<file path="config.mk">
export PLATFORM = sky130hd
export DESIGN_NAME = tlv_stream_parser_core_flat
export DESIGN_NICKNAME = d
export VERILOG_FILES = /design/src/rtl/tsp_pkg.sv /design/src/rtl/tsp_channels.sv /design/src/rtl/tsp_front.sv /design/src/rtl/tsp_queue.sv /design/src/rtl/tsp_back.sv /design/src/rtl/tlv_stream_parser_core.sv /design/src/flat_wrapper.sv
export SDC_FILE = /design/constraint.sdc
export NUM_CORES = 1
export LEC_CHECK = 0
export BUFFER_PORTS_ARGS = -buffer_cell sky130_fd_sc_hd__buf_2
export CAP_MARGIN = 20
export CELL_PAD_IN_SITES_DETAIL_PLACEMENT = 2
export CELL_PAD_IN_SITES_GLOBAL_PLACEMENT = 2
export CORE_ASPECT_RATIO = 1.2
export CORE_UTILIZATION = 39
export DETAILED_ROUTE_END_ITERATION = 16
export GPL_TIMING_DRIVEN = 0
export HOLD_SLACK_MARGIN = 0.03
export PLACE_DENSITY = 0.89
export SLEW_MARGIN = 30
export SYNTH_ARGS = -nofsm -noshare
export SYNTH_HDL_FRONTEND = slang
export SYNTH_SLANG_ARGS = --single-unit
export TNS_END_PERCENT = 50
</file>
<file path="constraint.sdc">
create_clock -name clk -period 6.2 [get_ports clk]
set_clock_uncertainty 0.2 [all_clocks]
set_input_delay 1.24 -clock clk [delete_from_list [all_inputs] [get_ports clk]]
set_output_delay 1.24 -clock clk [all_outputs]
set_load 0.05 [all_outputs]
</file>
<file path="src/rtl/tsp_pkg.sv">
// Types and constants of the TLV stream parser.
`default_nettype none

package tsp_pkg;

    localparam int unsigned TSP_QUEUE_DEPTH = 2;

    localparam logic [7:0] NULL_TAG_RESET = 8'h00;
    localparam logic [7:0] TERM_TAG_RESET = 8'hfe;
    localparam logic [7:0] LONG_LENGTH_MARK = 8'hff;

    localparam logic CFG_NULL_TAG = 1'b0;
    localparam logic CFG_TERM_TAG = 1'b1;

    localparam logic [1:0] CLS_NULL  = 2'd0;
    localparam logic [1:0] CLS_TERM  = 2'd1;
    localparam logic [1:0] CLS_OTHER = 2'd2;

    localparam logic [1:0] KIND_VALUE = 2'd0;
    localparam logic [1:0] KIND_EMPTY = 2'd1;
    localparam logic [1:0] KIND_TERM  = 2'd2;
    localparam logic [1:0] KIND_END   = 2'd3;

    typedef struct packed {
        logic [1:0] cls;
        logic       is_mark;
        logic       is_zero;
        logic [7:0] data;
        logic       fin;
    } byte_cls_t;

    typedef struct packed {
        logic [1:0]  kind;
        logic [7:0]  record_tag;
        logic [15:0] record_length;
        logic [7:0]  value_byte;
        logic [15:0] value_offset;
        logic        record_last;
        logic        stream_done;
        logic        status;
    } result_t;

endpackage

`default_nettype wire

</file>
<file path="src/rtl/tsp_channels.sv">
// Channel interfaces: input bytes, parse results and register writes.
`default_nettype none

interface tsp_byte_if;
    logic       valid;
    logic       ready;
    logic [7:0] data_byte;
    logic       final_byte;
    modport source (output valid, output data_byte, output final_byte, input ready);
    modport sink (input valid, input data_byte, input final_byte, output ready);
endinterface

interface tsp_result_if;
    logic        valid;
    logic        ready;
    logic [1:0]  kind;
    logic [7:0]  record_tag;
    logic [15:0] record_length;
    logic [7:0]  value_byte;
    logic [15:0] value_offset;
    logic        record_last;
    logic        stream_done;
    logic        status;
    modport source (output valid, output kind, output record_tag, output record_length,
                    output value_byte, output value_offset, output record_last,
                    output stream_done, output status, input ready);
    modport sink (input valid, input kind, input record_tag, input record_length,
                  input value_byte, input value_offset, input record_last,
                  input stream_done, input status, output ready);
endinterface

interface tsp_cfg_if;
    logic       valid;
    logic       ready;
    logic       index;
    logic [7:0] data;
    modport source (output valid, output index, output data, input ready);
    modport sink (input valid, input index, input data, output ready);
endinterface

`default_nettype wire

</file>
<file path="src/rtl/tsp_front.sv">
// Front end: tag code registers and classification of incoming bytes.
`default_nettype none

module tsp_front
    import tsp_pkg::*;
(
    input  wire logic       clk,
    input  wire logic       rst_n,
    tsp_byte_if.sink        byte_in,
    tsp_cfg_if.sink         cfg,
    output byte_cls_t       push_item,
    output logic            push_valid,
    input  wire logic       push_ready
);

    logic [7:0] null_code_reg, null_code_next;
    logic [7:0] term_code_reg, term_code_next;

    assign cfg.ready = 1'b1;

    always_comb
    begin
        null_code_next = null_code_reg;
        term_code_next = term_code_reg;
        if (cfg.valid)
        begin
            case (cfg.index)
                CFG_NULL_TAG: null_code_next = cfg.data;
                CFG_TERM_TAG: term_code_next = cfg.data;
                default: ;
            endcase
        end
    end

    always_ff @(posedge clk or negedge rst_n)
    begin
        if (!rst_n)
        begin
            null_code_reg <= NULL_TAG_RESET;
            term_code_reg <= TERM_TAG_RESET;
        end
        else
        begin
            null_code_reg <= null_code_next;
            term_code_reg <= term_code_next;
        end
    end

    // null code wins when both codes match
    always_comb
    begin
        if (byte_in.data_byte == null_code_reg)
            push_item.cls = CLS_NULL;
        else if (byte_in.data_byte == term_code_reg)
            push_item.cls = CLS_TERM;
        else
            push_item.cls = CLS_OTHER;
        push_item.is_mark = (byte_in.data_byte == LONG_LENGTH_MARK);
        push_item.is_zero = (byte_in.data_byte == 8'h00);
        push_item.data    = byte_in.data_byte;
        push_item.fin     = byte_in.final_byte;
    end

    assign push_valid    = byte_in.valid;
    assign byte_in.ready = push_ready;

endmodule

`default_nettype wire

</file>
<file path="src/rtl/tsp_queue.sv">
// Short queue of classified bytes between front and back end.
`default_nettype none

module tsp_queue
    import tsp_pkg::*;
#(
    parameter int unsigned DEPTH = TSP_QUEUE_DEPTH
)
(
    input  wire logic      clk,
    input  wire logic      rst_n,
    input  wire byte_cls_t push_item,
    input  wire logic      push_valid,
    output logic           push_ready,
    output byte_cls_t      pop_item,
    output logic           pop_valid,
    input  wire logic      pop_ready
);

    localparam int unsigned PTR_W = (DEPTH > 1) ? $clog2(DEPTH) : 1;
    localparam int unsigned CNT_W = $clog2(DEPTH + 1);

    byte_cls_t         entries_reg [DEPTH];
    logic [PTR_W-1:0]  wr_ptr_reg, wr_ptr_next;
    logic [PTR_W-1:0]  rd_ptr_reg, rd_ptr_next;
    logic [CNT_W-1:0]  count_reg, count_next;
    logic              push, pop;

    assign push_ready = (count_reg != CNT_W'(DEPTH));
    assign pop_valid  = (count_reg != '0);
    assign pop_item   = entries_reg[rd_ptr_reg];
    assign push       = push_valid && push_ready;
    assign pop        = pop_valid && pop_ready;

    always_comb
    begin
        wr_ptr_next = wr_ptr_reg;
        rd_ptr_next = rd_ptr_reg;
        count_next  = count_reg;
        if (push)
            wr_ptr_next = (wr_ptr_reg == PTR_W'(DEPTH - 1)) ? '0 : wr_ptr_reg + 1'b1;
        if (pop)
            rd_ptr_next = (rd_ptr_reg == PTR_W'(DEPTH - 1)) ? '0 : rd_ptr_reg + 1'b1;
        if (push && !pop)
            count_next = count_reg + 1'b1;
        else if (pop && !push)
            count_next = count_reg - 1'b1;
    end

    always_ff @(posedge clk or negedge rst_n)
    begin
        if (!rst_n)
        begin
            wr_ptr_reg <= '0;
            rd_ptr_reg <= '0;
            count_reg  <= '0;
        end
        else
        begin
            wr_ptr_reg <= wr_ptr_next;
            rd_ptr_reg <= rd_ptr_next;
            count_reg  <= count_next;
        end
    end

    always_ff @(posedge clk)
    begin
        if (push)
            entries_reg[wr_ptr_reg] <= push_item;
    end

endmodule

`default_nettype wire

</file>
<file path="src/rtl/tsp_back.sv">
// Back end: TLV parse state machine and result output register.
`default_nettype none

module tsp_back
    import tsp_pkg::*;
(
    input  wire logic      clk,
    input  wire logic      rst_n,
    input  wire byte_cls_t item,
    input  wire logic      item_valid,
    output logic           item_ready,
    tsp_result_if.source   result_out
);

    localparam logic [2:0] PH_TAG    = 3'd0;
    localparam logic [2:0] PH_LEN    = 3'd1;
    localparam logic [2:0] PH_LEN_HI = 3'd2;
    localparam logic [2:0] PH_LEN_LO = 3'd3;
    localparam logic [2:0] PH_VALUE  = 3'd4;
    localparam logic [2:0] PH_DONE   = 3'd5;

    logic [2:0]  phase_reg, phase_next;
    logic [7:0]  tag_reg, tag_next;
    logic [15:0] length_reg, length_next;
    logic [15:0] seen_reg, seen_next;
    logic        out_valid_reg, out_valid_next;
    result_t     res_reg, res_next;
    logic        advance, emit;
    logic [15:0] len_byte;
    logic [16:0] seen_inc;
    logic        value_last;

    assign item_ready = !out_valid_reg || result_out.ready;
    assign advance    = item_valid && item_ready;
    assign len_byte   = (phase_reg == PH_LEN_LO) ? {length_reg[15:8], item.data}
                                                 : {8'h00, item.data};
    assign seen_inc   = {1'b0, seen_reg} + 17'd1;
    assign value_last = (seen_inc >= {1'b0, length_reg});

    always_comb
    begin
        phase_next  = phase_reg;
        tag_next    = tag_reg;
        length_next = length_reg;
        seen_next   = seen_reg;
        emit        = 1'b0;
        res_next    = '0;
        res_next.stream_done = item.fin;
        if (advance)
        begin
            case (phase_reg)
                PH_TAG:
                begin
                    if (item.cls == CLS_NULL)
                    begin
                        emit = item.fin;
                        res_next.kind = KIND_END;
                    end
                    else if (item.cls == CLS_TERM)
                    begin
                        emit = 1'b1;
                        res_next.kind = KIND_TERM;
                        res_next.record_tag = item.data;
                        res_next.record_last = 1'b1;
                        phase_next = PH_DONE;
                    end
                    else
                    begin
                        tag_next    = item.data;
                        length_next = '0;
                        seen_next   = '0;
                        phase_next  = PH_LEN;
                        emit = item.fin;
                        res_next.kind = KIND_END;
                        res_next.record_tag = item.data;
                        res_next.status = 1'b1;
                    end
                end
                PH_LEN, PH_LEN_LO:
                begin
                    res_next.record_tag = tag_reg;
                    if (phase_reg == PH_LEN && item.is_mark)
                    begin
                        phase_next = PH_LEN_HI;
                        emit = item.fin;
                        res_next.kind = KIND_END;
                        res_next.status = 1'b1;
                    end
                    else
                    begin
                        length_next = len_byte;
                        seen_next   = '0;
                        if (len_byte == 16'h0000)
                        begin
                            emit = 1'b1;
                            res_next.kind = KIND_EMPTY;
                            res_next.record_last = 1'b1;
                            phase_next = PH_TAG;
                        end
                        else
                        begin
                            phase_next = PH_VALUE;
                            emit = item.fin;
                            res_next.kind = KIND_END;
                            res_next.record_length = len_byte;
                            res_next.status = 1'b1;
                        end
                    end
                end
                PH_LEN_HI:
                begin
                    length_next = {item.data, 8'h00};
                    phase_next  = PH_LEN_LO;
                    emit = item.fin;
                    res_next.kind = KIND_END;
                    res_next.record_tag = tag_reg;
                    res_next.record_length = {item.data, 8'h00};
                    res_next.status = 1'b1;
                end
                PH_VALUE:
                begin
                    emit = 1'b1;
                    res_next.kind = KIND_VALUE;
                    res_next.record_tag = tag_reg;
                    res_next.record_length = length_reg;
                    res_next.value_byte = item.data;
                    res_next.value_offset = seen_reg;
                    res_next.record_last = value_last;
                    res_next.status = item.fin && !value_last;
                    seen_next = seen_inc[15:0];
                    if (value_last)
                        phase_next = PH_TAG;
                end
                default:
                begin
                    emit = item.fin;
                    res_next.kind = KIND_END;
                end
            endcase
            if (item.fin)
            begin
                phase_next  = PH_TAG;
                tag_next    = '0;
                length_next = '0;
                seen_next   = '0;
            end
        end
    end

    always_comb
    begin
        if (advance)
            out_valid_next = emit;
        else if (result_out.ready)
            out_valid_next = 1'b0;
        else
            out_valid_next = out_valid_reg;
    end

    always_ff @(posedge clk or negedge rst_n)
    begin
        if (!rst_n)
        begin
            phase_reg     <= PH_TAG;
            tag_reg       <= '0;
            length_reg    <= '0;
            seen_reg      <= '0;
            out_valid_reg <= 1'b0;
        end
        else
        begin
            phase_reg     <= phase_next;
            tag_reg       <= tag_next;
            length_reg    <= length_next;
            seen_reg      <= seen_next;
            out_valid_reg <= out_valid_next;
        end
    end

    always_ff @(posedge clk)
    begin
        if (advance && emit)
            res_reg <= res_next;
    end

    assign result_out.valid         = out_valid_reg;
    assign result_out.kind          = res_reg.kind;
    assign result_out.record_tag    = res_reg.record_tag;
    assign result_out.record_length = res_reg.record_length;
    assign result_out.value_byte    = res_reg.value_byte;
    assign result_out.value_offset  = res_reg.value_offset;
    assign result_out.record_last   = res_reg.record_last;
    assign result_out.stream_done   = res_reg.stream_done;
    assign result_out.status        = res_reg.status;

endmodule

`default_nettype wire

</file>
<file path="src/rtl/tlv_stream_parser_core.sv">
// Top level of the NFC Forum TLV stream parser.
// Usage:
//   byte_in    : one byte of the tag's TLV area per item, final_byte on the last.
//   result_out : at most one result per input byte (value byte, empty record,
//                terminator, or stream end only); stream_done marks the result
//                of the final byte, status 1 means the stream was truncated
//                and every record of that stream must be dropped.
//   cfg        : register writes (index 0 null tag code, 1 terminator code),
//                always ready; write only while the parser is idle.
// Throughput: one byte per cycle while result_out is ready, bytes that give no result included.
// Path: a result passes the byte queue and then the output register; the
//   parse stage reads the queue head and loads the output register at the next edge.
// Stall: while result_out is held off the output register keeps its item,
//   the parse stage stops and the byte queue (QUEUE_DEPTH entries) fills;
//   byte_in.ready drops only when the queue is full.
// Reset: parse state returns to expect-tag, codes to 0x00 and 0xfe,
//   queue and output register empty.
// After the final byte the parse state clears and a new stream begins.
`default_nettype none

module tlv_stream_parser_core
    import tsp_pkg::*;
#(
    parameter int unsigned QUEUE_DEPTH = TSP_QUEUE_DEPTH
)
(
    input  wire logic    clk,
    input  wire logic    rst_n,
    tsp_byte_if.sink     byte_in,
    tsp_result_if.source result_out,
    tsp_cfg_if.sink      cfg
);

    byte_cls_t push_item, pop_item;
    logic      push_valid, push_ready;
    logic      pop_valid, pop_ready;

    tsp_front u_front (
        .clk        (clk),
        .rst_n      (rst_n),
        .byte_in    (byte_in),
        .cfg        (cfg),
        .push_item  (push_item),
        .push_valid (push_valid),
        .push_ready (push_ready)
    );

    tsp_queue #(
        .DEPTH (QUEUE_DEPTH)
    ) u_queue (
        .clk        (clk),
        .rst_n      (rst_n),
        .push_item  (push_item),
        .push_valid (push_valid),
        .push_ready (push_ready),
        .pop_item   (pop_item),
        .pop_valid  (pop_valid),
        .pop_ready  (pop_ready)
    );

    tsp_back u_back (
        .clk        (clk),
        .rst_n      (rst_n),
        .item       (pop_item),
        .item_valid (pop_valid),
        .item_ready (pop_ready),
        .result_out (result_out)
    );

endmodule

`default_nettype wire

</file>
<file path="src/flat_wrapper.sv">
// flat-port wrapper written by rule: the top's interface ports become plain ports
module tlv_stream_parser_core_flat import tsp_pkg::*;
#(
    parameter int unsigned QUEUE_DEPTH = TSP_QUEUE_DEPTH
)
  (clk, rst_n, byte_in_valid, byte_in_data_byte, byte_in_final_byte, byte_in_ready, result_out_valid, result_out_kind, result_out_record_tag, result_out_record_length, result_out_value_byte, result_out_value_offset, result_out_record_last, result_out_stream_done, result_out_status, result_out_ready, cfg_valid, cfg_index, cfg_data, cfg_ready);
  tsp_byte_if byte_in_i ();
  tsp_result_if result_out_i ();
  tsp_cfg_if cfg_i ();
  input  wire logic clk;
  input  wire logic rst_n;
  input wire logic [$bits(byte_in_i.valid)-1:0] byte_in_valid;
  input wire logic [$bits(byte_in_i.data_byte)-1:0] byte_in_data_byte;
  input wire logic [$bits(byte_in_i.final_byte)-1:0] byte_in_final_byte;
  output wire logic [$bits(byte_in_i.ready)-1:0] byte_in_ready;
  output wire logic [$bits(result_out_i.valid)-1:0] result_out_valid;
  output wire logic [$bits(result_out_i.kind)-1:0] result_out_kind;
  output wire logic [$bits(result_out_i.record_tag)-1:0] result_out_record_tag;
  output wire logic [$bits(result_out_i.record_length)-1:0] result_out_record_length;
  output wire logic [$bits(result_out_i.value_byte)-1:0] result_out_value_byte;
  output wire logic [$bits(result_out_i.value_offset)-1:0] result_out_value_offset;
  output wire logic [$bits(result_out_i.record_last)-1:0] result_out_record_last;
  output wire logic [$bits(result_out_i.stream_done)-1:0] result_out_stream_done;
  output wire logic [$bits(result_out_i.status)-1:0] result_out_status;
  input wire logic [$bits(result_out_i.ready)-1:0] result_out_ready;
  input wire logic [$bits(cfg_i.valid)-1:0] cfg_valid;
  input wire logic [$bits(cfg_i.index)-1:0] cfg_index;
  input wire logic [$bits(cfg_i.data)-1:0] cfg_data;
  output wire logic [$bits(cfg_i.ready)-1:0] cfg_ready;
  assign byte_in_i.valid = byte_in_valid;
  assign byte_in_i.data_byte = byte_in_data_byte;
  assign byte_in_i.final_byte = byte_in_final_byte;
  assign byte_in_ready = byte_in_i.ready;
  assign result_out_valid = result_out_i.valid;
  assign result_out_kind = result_out_i.kind;
  assign result_out_record_tag = result_out_i.record_tag;
  assign result_out_record_length = result_out_i.record_length;
  assign result_out_value_byte = result_out_i.value_byte;
  assign result_out_value_offset = result_out_i.value_offset;
  assign result_out_record_last = result_out_i.record_last;
  assign result_out_stream_done = result_out_i.stream_done;
  assign result_out_status = result_out_i.status;
  assign result_out_i.ready = result_out_ready;
  assign cfg_i.valid = cfg_valid;
  assign cfg_i.index = cfg_index;
  assign cfg_i.data = cfg_data;
  assign cfg_ready = cfg_i.ready;
  tlv_stream_parser_core #(.QUEUE_DEPTH(QUEUE_DEPTH)) u_core (.clk(clk), .rst_n(rst_n), .byte_in(byte_in_i), .result_out(result_out_i), .cfg(cfg_i));
endmodule
</file>
==> run metrics, run 1 <==
Layout Area Growth over Synthesis=20.82%; status=finished, final reports clean; Root Driver=clkbuf_16; GPL Wtd Cong=0.8812; total CTS buffers=17; total track usage=0.2671; antenna violations before repair=0; Placed Cells=879; row count=52; r2r startpoint=u_core.u_back.seen_reg[5]$_DFFE_PN0P_; Fill cells=1689; CP peak stage delay=0.44 ns; WP data required=6.18 ns; chip width=121.8 µm; fin cells=911; Die Span Y=145.8 µm; Core Util, Final=0.4817; RSZ-0062 raised after global routing=no; Hold Path Stages=2; CTS H-Tree Depth=4; Post-Syn Area per Cell=11.52 µm²; Tcrit/Tclk final=0.6638; Reg clk slew, reported paths=0.06 ns; initial core utilization=0.3986; share of cells above drive strength 1=0.2374; max-slew violations=0; Buf/Inv on CP=1; sequential area share after synthesis=0.5839; largest net degree at the start of global routing=50; worst path cell trace=clkbuf_1 > nand4_1 > or2_1 > nor2_1 > and3_1 > xor2_1 > ha_1 > nand4_1 > nor3_1 > a221o_1 > a211o_1 > o41ai_1; power density over the cells=579.7 nW/µm²; maxcap violations=0; Setup Crit Path Kind=reg -> reg; Crit-path slowest cell=o41ai_1; EDFF count, synth=77; DRT Pass-1 Iters=5; startpoint class of the critical path=register; fin area=8117 µm²; Synth Flop Type=edfxtp_1; Yosys Warn Count=0; Vias/cell=5.677; Post-Syn Nets=624; clk_lat worst skew=0.44 ns; FF-to-FF End=u_core.u_back.result_out.status$_SDFFCE_PN0P_; Worst setup EP type=register; Max Freq=0.2430 GHz; number of global-route vias before repair=5963; WP depth=12; Synth Instances=583; hold_sp=u_core.u_back.length_reg[3]$_DFFE_PN0P_; Largest register FFs=24; reg2reg setup slack=2.08 ns; clock buffer depth=2; die area=17760 µm²; dpl hpwl=14840 µm; CTS tree=built; maximum VDD drop=0.0002070 V; Synth area leader=edfxtp_1; post-synth top area share=0.3442; Placeable Area=16850 µm²; n_diodes=0; Post-CTS Hold Fix Bufs=0; Worst slew margin=0.2623; mapped cell area=6718 µm²; ANT nets after route=0; # port buffers=77; CP delay by family, top=simple AND/OR/NAND/NOR gates; NumNets Final=723; CP dominant cell by count=nand4_1; Post-CTS Resized=0; residual DRC count=0; worst-case hold path end point=u_core.u_back.length_reg[3]$_DFFE_PN0P_; Yosys reg bits=141; DRT iter0 DRCs=268; Vias=5172; Setup Fix Bufs, Post-CTS=0; synth top area cells=edfxtp_1, dfrtp_1, nand2_1; area post-placement=7465 µm²; crit path max fanout=8; clk sinks=141; crit path DAT=4.10 ns; I/O Pins=79; asr flop ratio synth=0.4539; Hold Violations, Final=0; leak pwr=3.303 nW; synth unique cells=60; drt total wl=21920 µm; Worst Max-Slew Pin Slew=1.076 ns; routed len/inst=24.06 µm; class of the worst hold path=reg -> reg; Period minus WS final=4.115 ns; final setup violation count=0; grt ovf=0; first-pass GRT wire length=34410 µm; Reg2Reg Depth=12
## cell families (layout without fill, tap and decap cells)
logic type | Yosys count | after routing | share of synthesized area
buffers and inverters | 41 | 153 | 0.02645
and+or+nand+nor | 198 | 198 | 0.1445
DFF | 141 | 141 | 0.5839
muxes | 28 | 28 | 0.04600
AOI/OAI and AO/OA | 121 | 121 | 0.1194
adders and majority gates | 18 | 18 | 0.03353
other | 1 | 1 | 0.0005582
xor gates and xnor gates | 35 | 35 | 0.04563
## power by group
| group | leakage (nW) | switching, W | internal (W) |
|---|---|---|---|
| logic | 1.43 | 0.00158 | 0.000496 |
| registers | 1.57 | 0.000155 | 0.00137 |
| clock network | 0.309 | 0.000415 | 0.000689 |
## final cells by class
class | instances | area (µm²) | share of cell area
Clock buffer | 23 | 499.2 | 0.06151
Sequential cell | 141 | 3923 | 0.4833
Tap cell | 216 | 270.3 | 0.03330
Timing Repair Buffer | 80 | 457.9 | 0.05642
Multi-Input combinational cell | 401 | 2658 | 0.3274
Clock inverter | 9 | 131.4 | 0.01619
Buffer | 19 | 95.09 | 0.01172
Inverter | 22 | 82.58 | 0.01017
## worst max path at each step
stage | startpoint | endpoint | slack [ns]
6_report | u_core.u_back.seen_reg[5]$_DFFE_PN0P_ | u_core.u_back.result_out.status$_SDFFCE_PN0P_ | 2.08
5_1_grt | u_core.u_back.seen_reg[5]$_DFFE_PN0P_ | u_core.u_back.result_out.status$_SDFFCE_PN0P_ | 1.83
4_1_cts | u_core.u_back.seen_reg[5]$_DFFE_PN0P_ | u_core.u_back.result_out.status$_SDFFCE_PN0P_ | 2.07
3_5_place_dp | u_core.u_back.seen_reg[5]$_DFFE_PN0P_ | u_core.u_back.result_out.status$_SDFFCE_PN0P_ | 2.19
3_3_place_gp | result_out_ready | u_core.u_back.result_out.value_offset[12]$_SDFFCE_PN0P_ | -0.25
2_1_floorplan | result_out_ready | u_core.u_back.result_out.kind[0]$_SDFFCE_PN0P_ | 1.08
## metal layers
metal / vias up / wire length (µm) / global-route usage
li1: 2300 / - / -
met1: 2633 / 7772 / 0.2718
met2: 165 / 12160 / 0.4760
met3: 74 / 785 / 0.06191
met4: 0 / 1202 / 0.1809
met5: - / 0 / 0
## worst min-delay path, cell delays in order (launching register included)
cell     delay (ns)
dfrtp_1        0.34
nand2_1        0.06
o31ai_1        0.06
## synthesized netlist by cell type, types with 7 or more instances
| cell | instances |
|---|---|
| clkbuf_1 | 12 |
| nand4_1 | 9 |
| nand2_1 | 62 |
| o21ai_0 | 27 |
| o21ai_2 | 9 |
| a22o_1 | 9 |
| dfrtp_1 | 57 |
| xor2_1 | 11 |
| mux2i_1 | 10 |
| o31ai_1 | 10 |
| a22oi_1 | 8 |
| nand2b_1 | 11 |
| ha_1 | 18 |
| xnor2_1 | 24 |
| edfxtp_1 | 77 |
| dfstp_2 | 7 |
| nand3_1 | 10 |
| o22ai_1 | 8 |
| mux2_2 | 16 |
| and2_1 | 25 |
| inv_1 | 20 |
| nor2_1 | 45 |
| a21oi_1 | 25 |
## metrics by stage
step | setup slack, ns | hold slack [ns] | TNS, ns | total power (W)
floorplan | 1.083 | 0.2485 | 0 | 0.002892
global placement | -0.2497 | 0.2598 | -13.26 | 0.003365
detailed placement | 2.186 | 0.2745 | 0 | 0.003537
CTS | 2.070 | 0.2885 | 0 | 0.004718
global route | 1.828 | 0.3213 | 0 | 0.004900
finish | 2.085 | 0.2857 | 0 | 0.004705
## placed cells by master, fill, tap and decap left out, types with 4 or more instances in the layout
cell type  count
a21oi_1       25
a22o_1         9
a22oi_1        8
and2_1        25
and3_1         6
buf_2         80
clkbuf_1      14
clkbuf_16     18
dfrtp_1       57
dfstp_2        7
edfxtp_1      77
ha_1          18
inv_1         20
mux2_2        16
mux2i_1        4
mux2i_2        7
nand2_1       62
nand2b_1      11
nand3_1       10
nand4_1        9
nor2_1        44
nor3_1         6
nor4_1         6
o21ai_0       27
o21ai_1        5
o21ai_2        9
o22ai_1        8
o31ai_1       10
xnor2_1       24
xor2_1        11
(Power assumes the default switching activity.)
==> run 2, diff against run 1 <==
--- a/config.mk
+++ b/config.mk
@@ -10,11 +10,11 @@
 export CELL_PAD_IN_SITES_DETAIL_PLACEMENT = 2
 export CELL_PAD_IN_SITES_GLOBAL_PLACEMENT = 2
 export CORE_ASPECT_RATIO = 1.2
-export CORE_UTILIZATION = 39
+export CORE_UTILIZATION = 35
 export DETAILED_ROUTE_END_ITERATION = 16
 export GPL_TIMING_DRIVEN = 0
 export HOLD_SLACK_MARGIN = 0.03
-export PLACE_DENSITY = 0.89
+export PLACE_DENSITY = 0.85
 export SLEW_MARGIN = 30
 export SYNTH_ARGS = -nofsm -noshare
 export SYNTH_HDL_FRONTEND = slang
==> constraint.sdc (replaced) <==
create_clock -name clk -period 3.3 [get_ports clk]
set_clock_uncertainty 0.2 [all_clocks]
set_input_delay 0.66 -clock clk [delete_from_list [all_inputs] [get_ports clk]]
set_output_delay 0.66 -clock clk [all_outputs]
set_load 0.05 [all_outputs]
==> run 2 against run 1 <==
The flow now finishes with violations (negative setup slack). Critical path depth unchanged. Routed wire length decreased by 3.5%. Core utilization decreased by 3.4 points. Sequential power increased by 86%. Clock power increased by 87%. Cell area increased by 3.9%. Combinational power increased by 89%. Global-route usage decreased by 4.3 points. Register-to-register slack got worse by 2.2 ns. Die area increased by 11%. Clock-buffer cell count decreased by 2. Largest cell class unchanged. Highest routed layer unchanged.
==> run metrics, run 2 (synthesis results as in run 1) <==
FF-to-FF End=u_core.u_back.phase_reg[2]$_DFFE_PN0P_ (was u_core.u_back.result_out.status$_SDFFCE_PN0P_); DRT iter0 DRCs=258 (was 268); residual DRC count=0 (unchanged); Largest register FFs=24 (unchanged); setup TNS=-0.2370 ns (was 0 ns); Place WS=-0.8582 ns (was 2.186 ns); crit path DAT=3.52 ns (was 4.10 ns); fin cells=967 (was 911); most frequent cells in the layout=buf_2, edfxtp_1, nand2_1 (unchanged); die area=19750 µm² (was 17760 µm²); Period minus WS final=3.383 ns (was 4.115 ns); number of global-route vias before repair=5896 (was 5963); Vias/cell=5.335 (was 5.677); violated checks=negative setup slack; max-slew violations=0 (unchanged); dpl hpwl=14440 µm (was 14840 µm); commonest non-fill, non-tap cell in the layout=buf_2 (unchanged); clock buffer depth=2 (unchanged); grt ovf=0 (unchanged); Worst setup EP type=register (unchanged); Setup Crit Path Kind=reg -> reg (unchanged); Placeable Area=18860 µm² (was 16850 µm²); maximum VDD drop=0.0004987 V (was 0.0002070 V); n_diodes=0 (unchanged); ANT nets after route=0 (unchanged); Reg clk slew, reported paths=0.06 ns (about the same); WP data required=3.44 ns (was 6.18 ns); Root Driver=clkbuf_16 (unchanged); total track usage=0.2241 (was 0.2671); DRT Pass-1 Iters=4 (was 5); drt total wl=21160 µm (was 21920 µm); GPL Wtd Cong=0.8865 (was 0.8812); NumNets Final=739 (was 723); Layout Area Growth over Synthesis=25.52% (was 20.82%); crit path max fanout=4 (was 8); # port buffers=77 (unchanged); reg2reg setup slack=-0.08 ns (was 2.08 ns); leak pwr=3.414 nW (was 3.303 nW); maxcap violations=0 (unchanged); Reg2Reg Depth=12 (unchanged); r2r startpoint=u_core.u_back.seen_reg[1]$_DFFE_PN0P_ (was u_core.u_back.seen_reg[5]$_DFFE_PN0P_); final setup violation count=3 (was 0); total CTS buffers=17 (unchanged); startpoint class of the critical path=register (unchanged); CTS H-Tree Depth=4 (unchanged); CP endpoint=u_core.u_back.phase_reg[2]$_DFFE_PN0P_ (was u_core.u_back.result_out.status$_SDFFCE_PN0P_); Fill cells=1950 (was 1689); Register Area=3928 µm² (was 3923 µm²); antenna violations before repair=0 (unchanged); Max Freq=0.2956 GHz (was 0.2430 GHz); class of the worst hold path=in -> reg (was reg -> reg); Worst slew margin=0.2987 (was 0.2623); Placed Cells=919 (was 879); I/O Pins=79 (unchanged); first-pass GRT wire length=32720 µm (was 34410 µm); share of cells above drive strength 1=0.2883 (was 0.2374); Worst Max-Slew Pin Slew=1.023 ns (was 1.076 ns); final hold slack=0.2199 ns (was 0.2857 ns); chip width=128.5 µm (was 121.8 µm); Vias=5159 (was 5172); clk_lat worst skew=0.44 ns (about the same); Tcrit/Tclk final=1.025 (was 0.6638); RSZ-0062 raised after global routing=yes (was no); clk sinks=141 (unchanged); initial core utilization=0.3563 (was 0.3986); row count=55 (was 52); status=finished, violations left (was finished, final reports clean); Multi-input gate area=2815 µm² (was 2658 µm²); Core Util, Final=0.4472 (was 0.4817); CP startpoint=u_core.u_back.seen_reg[1]$_DFFE_PN0P_ (was u_core.u_back.seen_reg[5]$_DFFE_PN0P_); CTS tree=built (unchanged); power density over the cells=1045 nW/µm² (was 579.7 nW/µm²); largest net degree at the start of global routing=49 (was 50); worst setup margin=-0.08259 ns (was 2.085 ns); routed len/inst=21.88 µm (was 24.06 µm); Hold Violations, Final=0 (unchanged); Die Span Y=153.8 µm (was 145.8 µm)
[run 2: cell types whose count changed in the layout (fill, tap and decap cells not counted), sizes merged]
cell	before	now
buf	87	103
clkbuf	35	32
clkinvlp	1	4
bufinv	3	4
clkinv	4	3
dlygate4sd3	0	1
inv	23	22
[run 2: worst min-delay path by stage]
stage,depth (start not counted),end,slack [ns],start
2_1_floorplan,0,u_core.u_back.length_reg[0]$_DFFE_PN0P_,0.16,rst_n
3_3_place_gp,2,u_core.u_back.length_reg[1]$_DFFE_PN0P_,0.26,u_core.u_back.length_reg[1]$_DFFE_PN0P_
3_5_place_dp,2,u_core.u_back.length_reg[1]$_DFFE_PN0P_,0.28,u_core.u_back.length_reg[1]$_DFFE_PN0P_
4_1_cts,1,u_core.u_queue.entries_reg[0][0]$_DFFE_PP_,0.19,byte_in_final_byte
5_1_grt,1,u_core.u_queue.entries_reg[1][0]$_DFFE_PP_,0.22,byte_in_final_byte
6_report,1,u_core.u_queue.entries_reg[1][0]$_DFFE_PP_,0.22,byte_in_final_byte
[run 2: layer usage]
layer	vias up	GRT usage	routed length, µm
met4	0	0.09972	617
met5	-	0	0
met3	43	0.03932	605
met1	2654	0.2315	7773
met2	129	0.4322	12160
li1	2333	-	-
[run 2: final cells by class]
class,instances,area share
sequential,141,0.4658
multi-input combinational,401,0.3339
timing repair buffer,97,0.06826
clock buffer,21,0.05342
tap,256,0.03799
clock inverter,11,0.02003
buffer,18,0.01083
inverter,22,0.009794
[run 2: critical path, cell delays in order (launching register included)]
cell,delay [ns]
dfrtp_1,0.41
ha_4,0.16
and4_4,0.29
and4_4,0.26
nand3_2,0.13
xnor2_4,0.25
ha_4,0.25
a21oi_2,0.16
o21bai_1,0.12
a221o_1,0.28
a211o_4,0.38
or3_1,0.31
o211ai_1,0.09
[run 2: where the power goes]
group / total, W / internal (W) / switching [W] / leakage, nW
sequential: 0.00285 / 0.00258 / 0.000267 / 1.56
combinational: 0.00391 / 0.000980 / 0.00293 / 1.56
clock: 0.00206 / 0.00128 / 0.000773 / 0.289
total: 0.00881 / 0.00484 / 0.00397 / 3.41
[run 2: metrics by stage]
stage	cell area (µm²)	power, W
2_1_floorplan	6733	0.005418
3_3_place_gp	7438	0.006314
3_5_place_dp	7510	0.006607
4_1_cts	8359	0.008847
5_1_grt	8432	0.009178
6_report	8432	0.008810
[run 2: timing repair]
item / CTS / global route
pin swaps: 10 / 11
endpoints found under the setup margin: 3 / 3
hold buffers: 1 / 0
hold endpoints to repair: 16 / 0
buffers inserted: 12 / 4
gates resized for setup: 30 / 5
==> run 3, diff against run 2 <==
--- a/config.mk
+++ b/config.mk
@@ -15,6 +15,7 @@
 export GPL_TIMING_DRIVEN = 0
 export HOLD_SLACK_MARGIN = 0.03
 export PLACE_DENSITY = 0.85
+export SKIP_LAST_GASP = 1
 export SLEW_MARGIN = 30
 export SYNTH_ARGS = -nofsm -noshare
 export SYNTH_HDL_FRONTEND = slang
==> run 3 against run 2 <==
The flow still finishes with violations (negative setup slack). Register-to-register slack better by 0.02 ns. Routed wire length about the same. Die area stayed put. Sequential power is essentially flat. Worst setup slack improved by 0.016 ns. Critical path depth did not move. Via count down 0.16%. Total power about the same. Worst hold slack gained 0.0029 ns. Largest cell class unchanged.
==> run metrics, run 3 (synthesis results as in run 1) <==
GPL Wtd Cong=0.8865 (unchanged); Vias=5151 (was 5159); hold_sp=byte_in_final_byte (unchanged); reg2reg setup slack=-0.07 ns (was -0.08 ns); antenna violations before repair=0 (unchanged); FF-to-FF End=u_core.u_back.phase_reg[2]$_DFFE_PN0P_ (unchanged); CP endpoint=u_core.u_back.phase_reg[2]$_DFFE_PN0P_ (unchanged); clock buffer depth=2 (unchanged); share of cells above drive strength 1=0.2897 (was 0.2883); max-slew violations=0 (unchanged); Comb power frac=0.444 (about the same); total CTS buffers=17 (unchanged); class of the worst hold path=in -> reg (unchanged); Reg2Reg Depth=12 (unchanged); dpl hpwl=14440 µm (unchanged); sequential share of power=0.323 (about the same); Worst Max-Slew Pin Slew=1.013 ns (was 1.023 ns); Reg clk slew, reported paths=0.06 ns (about the same); initial core utilization=0.3563 (unchanged); clk sinks=141 (unchanged); Multi-input gate area=2815 µm² (unchanged); WP data required=3.44 ns (about the same); final setup violation count=3 (unchanged); Root Driver=clkbuf_16 (unchanged); Max Freq=0.2971 GHz (was 0.2956 GHz); Largest register FFs=24 (unchanged); Worst setup EP type=register (unchanged); chip width=128.5 µm (unchanged); number of global-route vias before repair=5896 (unchanged); status=finished, violations left (unchanged); Period minus WS final=3.366 ns (was 3.383 ns); die area=19750 µm² (unchanged); Sw Share=0.4506 (was 0.4505); Clk pwr share=0.233 (about the same); Int Pwr=0.004841 W (was 0.004842 W); first-pass GRT wire length=32720 µm (unchanged); startpoint class of the critical path=register (unchanged); violated checks=negative setup slack (unchanged); Layout Area Growth over Synthesis=25.54% (was 25.52%); Die Span Y=153.8 µm (unchanged); r2r startpoint=u_core.u_back.seen_reg[1]$_DFFE_PN0P_ (unchanged); DRT iter0 DRCs=288 (was 258); Vias/cell=5.327 (was 5.335); ANT nets after route=0 (unchanged); row count=55 (unchanged); # port buffers=77 (unchanged); switching pwr=0.003970 W (was 0.003969 W); drt total wl=21150 µm (was 21160 µm); clk_lat worst skew=0.43 ns (was 0.44 ns); total track usage=0.2241 (unchanged); NumNets Final=739 (unchanged); Setup Crit Path Kind=reg -> reg (unchanged); grt ovf=0 (unchanged); routed len/inst=21.87 µm (was 21.88 µm); fin area=8433 µm² (was 8432 µm²); largest net degree at the start of global routing=49 (unchanged); total power draw=0.008812 W (was 0.008810 W); area post-placement=7510 µm² (unchanged); setup TNS=-0.1804 ns (was -0.2370 ns); Fill cells=1950 (unchanged); most frequent cells in the layout=buf_2, edfxtp_1, nand2_1 (unchanged); crit path max fanout=4 (unchanged); CTS tree=built (unchanged); commonest non-fill, non-tap cell in the layout=buf_2 (unchanged); residual DRC count=0 (unchanged); RSZ-0062 raised after global routing=yes (unchanged); maxcap violations=0 (unchanged); CP startpoint=u_core.u_back.seen_reg[1]$_DFFE_PN0P_ (unchanged); n_diodes=0 (unchanged); Hold Violations, Final=0 (unchanged); crit path DAT=3.50 ns (was 3.52 ns); leak pwr=3.412 nW (was 3.414 nW); Register Area=3929 µm² (was 3928 µm²); worst setup margin=-0.06632 ns (was -0.08259 ns); CTS H-Tree Depth=4 (unchanged); Tcrit/Tclk final=1.020 (was 1.025); power density over the cells=1045 nW/µm² (about the same); DRT Pass-1 Iters=4 (unchanged); I/O Pins=79 (unchanged); Worst slew margin=0.3056 (was 0.2987); maximum VDD drop=0.0004959 V (was 0.0004987 V); Placeable Area=18860 µm² (unchanged)
[run 3: cell types whose count changed in the layout (fill, tap and decap cells not counted)]
cell     previous run  this run
dfrtp_1            53        52
dfrtp_2             4         5
[run 3: area by class of cell]
class                   instances  area share
repair buffers                 97     0.06825
clock inverters                11     0.02003
clock buffers                  21     0.05341
well taps                     256     0.03798
multi-input cells             401      0.3338
plain buffers                  18     0.01083
flip-flops and latches        141      0.4659
inverters                      22    0.009792
[run 3: power groups by stage]
stage	registers (W)	logic [W]	clock network [W]
after floorplan	0.00390	0.00151	0
after global placement	0.00284	0.00348	0
after detailed placement	0.00288	0.00373	0
after CTS	0.00285	0.00391	0.00209
after global routing	0.00291	0.00413	0.00214
final	0.00285	0.00391	0.00206
[run 3: what timing repair did]
item                                    4_1_cts  5_1_grt
buffers inserted                             12        4
endpoints found under the setup margin        3        3
cloned                                        0        0
endpoints found under the hold margin        16        0
pin swaps                                     9       14
hold buffers                                  1        0
resized for setup                            30        6
[run 3: worst min-delay path by stage]
stage | slack [ns] | endpoint | cells after the start
after floorplan | 0.16 | u_core.u_back.length_reg[0]$_DFFE_PN0P_ | 0
after global placement | 0.26 | u_core.u_back.length_reg[1]$_DFFE_PN0P_ | 2
after detailed placement | 0.28 | u_core.u_back.length_reg[1]$_DFFE_PN0P_ | 2
after CTS | 0.19 | u_core.u_queue.entries_reg[0][0]$_DFFE_PP_ | 1
after global routing | 0.22 | u_core.u_queue.entries_reg[1][0]$_DFFE_PP_ | 1
final | 0.22 | u_core.u_queue.entries_reg[1][0]$_DFFE_PP_ | 1
[run 3: worst max-delay path, stage by stage, from the launching register on]
cell and delay (ns):
dfrtp_1 0.41, ha_4 0.16, and4_4 0.29, and4_4 0.26, nand3_2 0.13, xnor2_4 0.25, ha_4 0.25, a21oi_2 0.16
o21bai_1 0.12, a221o_1 0.28, a211o_4 0.38, or3_1 0.32, o211ai_1 0.09
[run 3: metrics by stage]
stage / std cells / hold WS, ns / worst slack [ns] / utilization
2_1_floorplan: 583 / 0.1644 / 0.06332 / -
3_3_place_gp: 916 / 0.2612 / -0.6074 / 0.3945
3_5_place_dp: 919 / 0.2758 / -0.8582 / 0.3983
4_1_cts: 963 / 0.1944 / -0.1095 / 0.4433
5_1_grt: 967 / 0.2186 / -0.1580 / 0.4472
6_report: 967 / 0.2228 / -0.06632 / 0.4472
[run 3: routing by layer]
metal	track usage	share of wire
met1	0.2315	0.37
met3	0.03932	0.026
met2	0.4322	0.57
met5	0	0
met4	0.09972	0.029
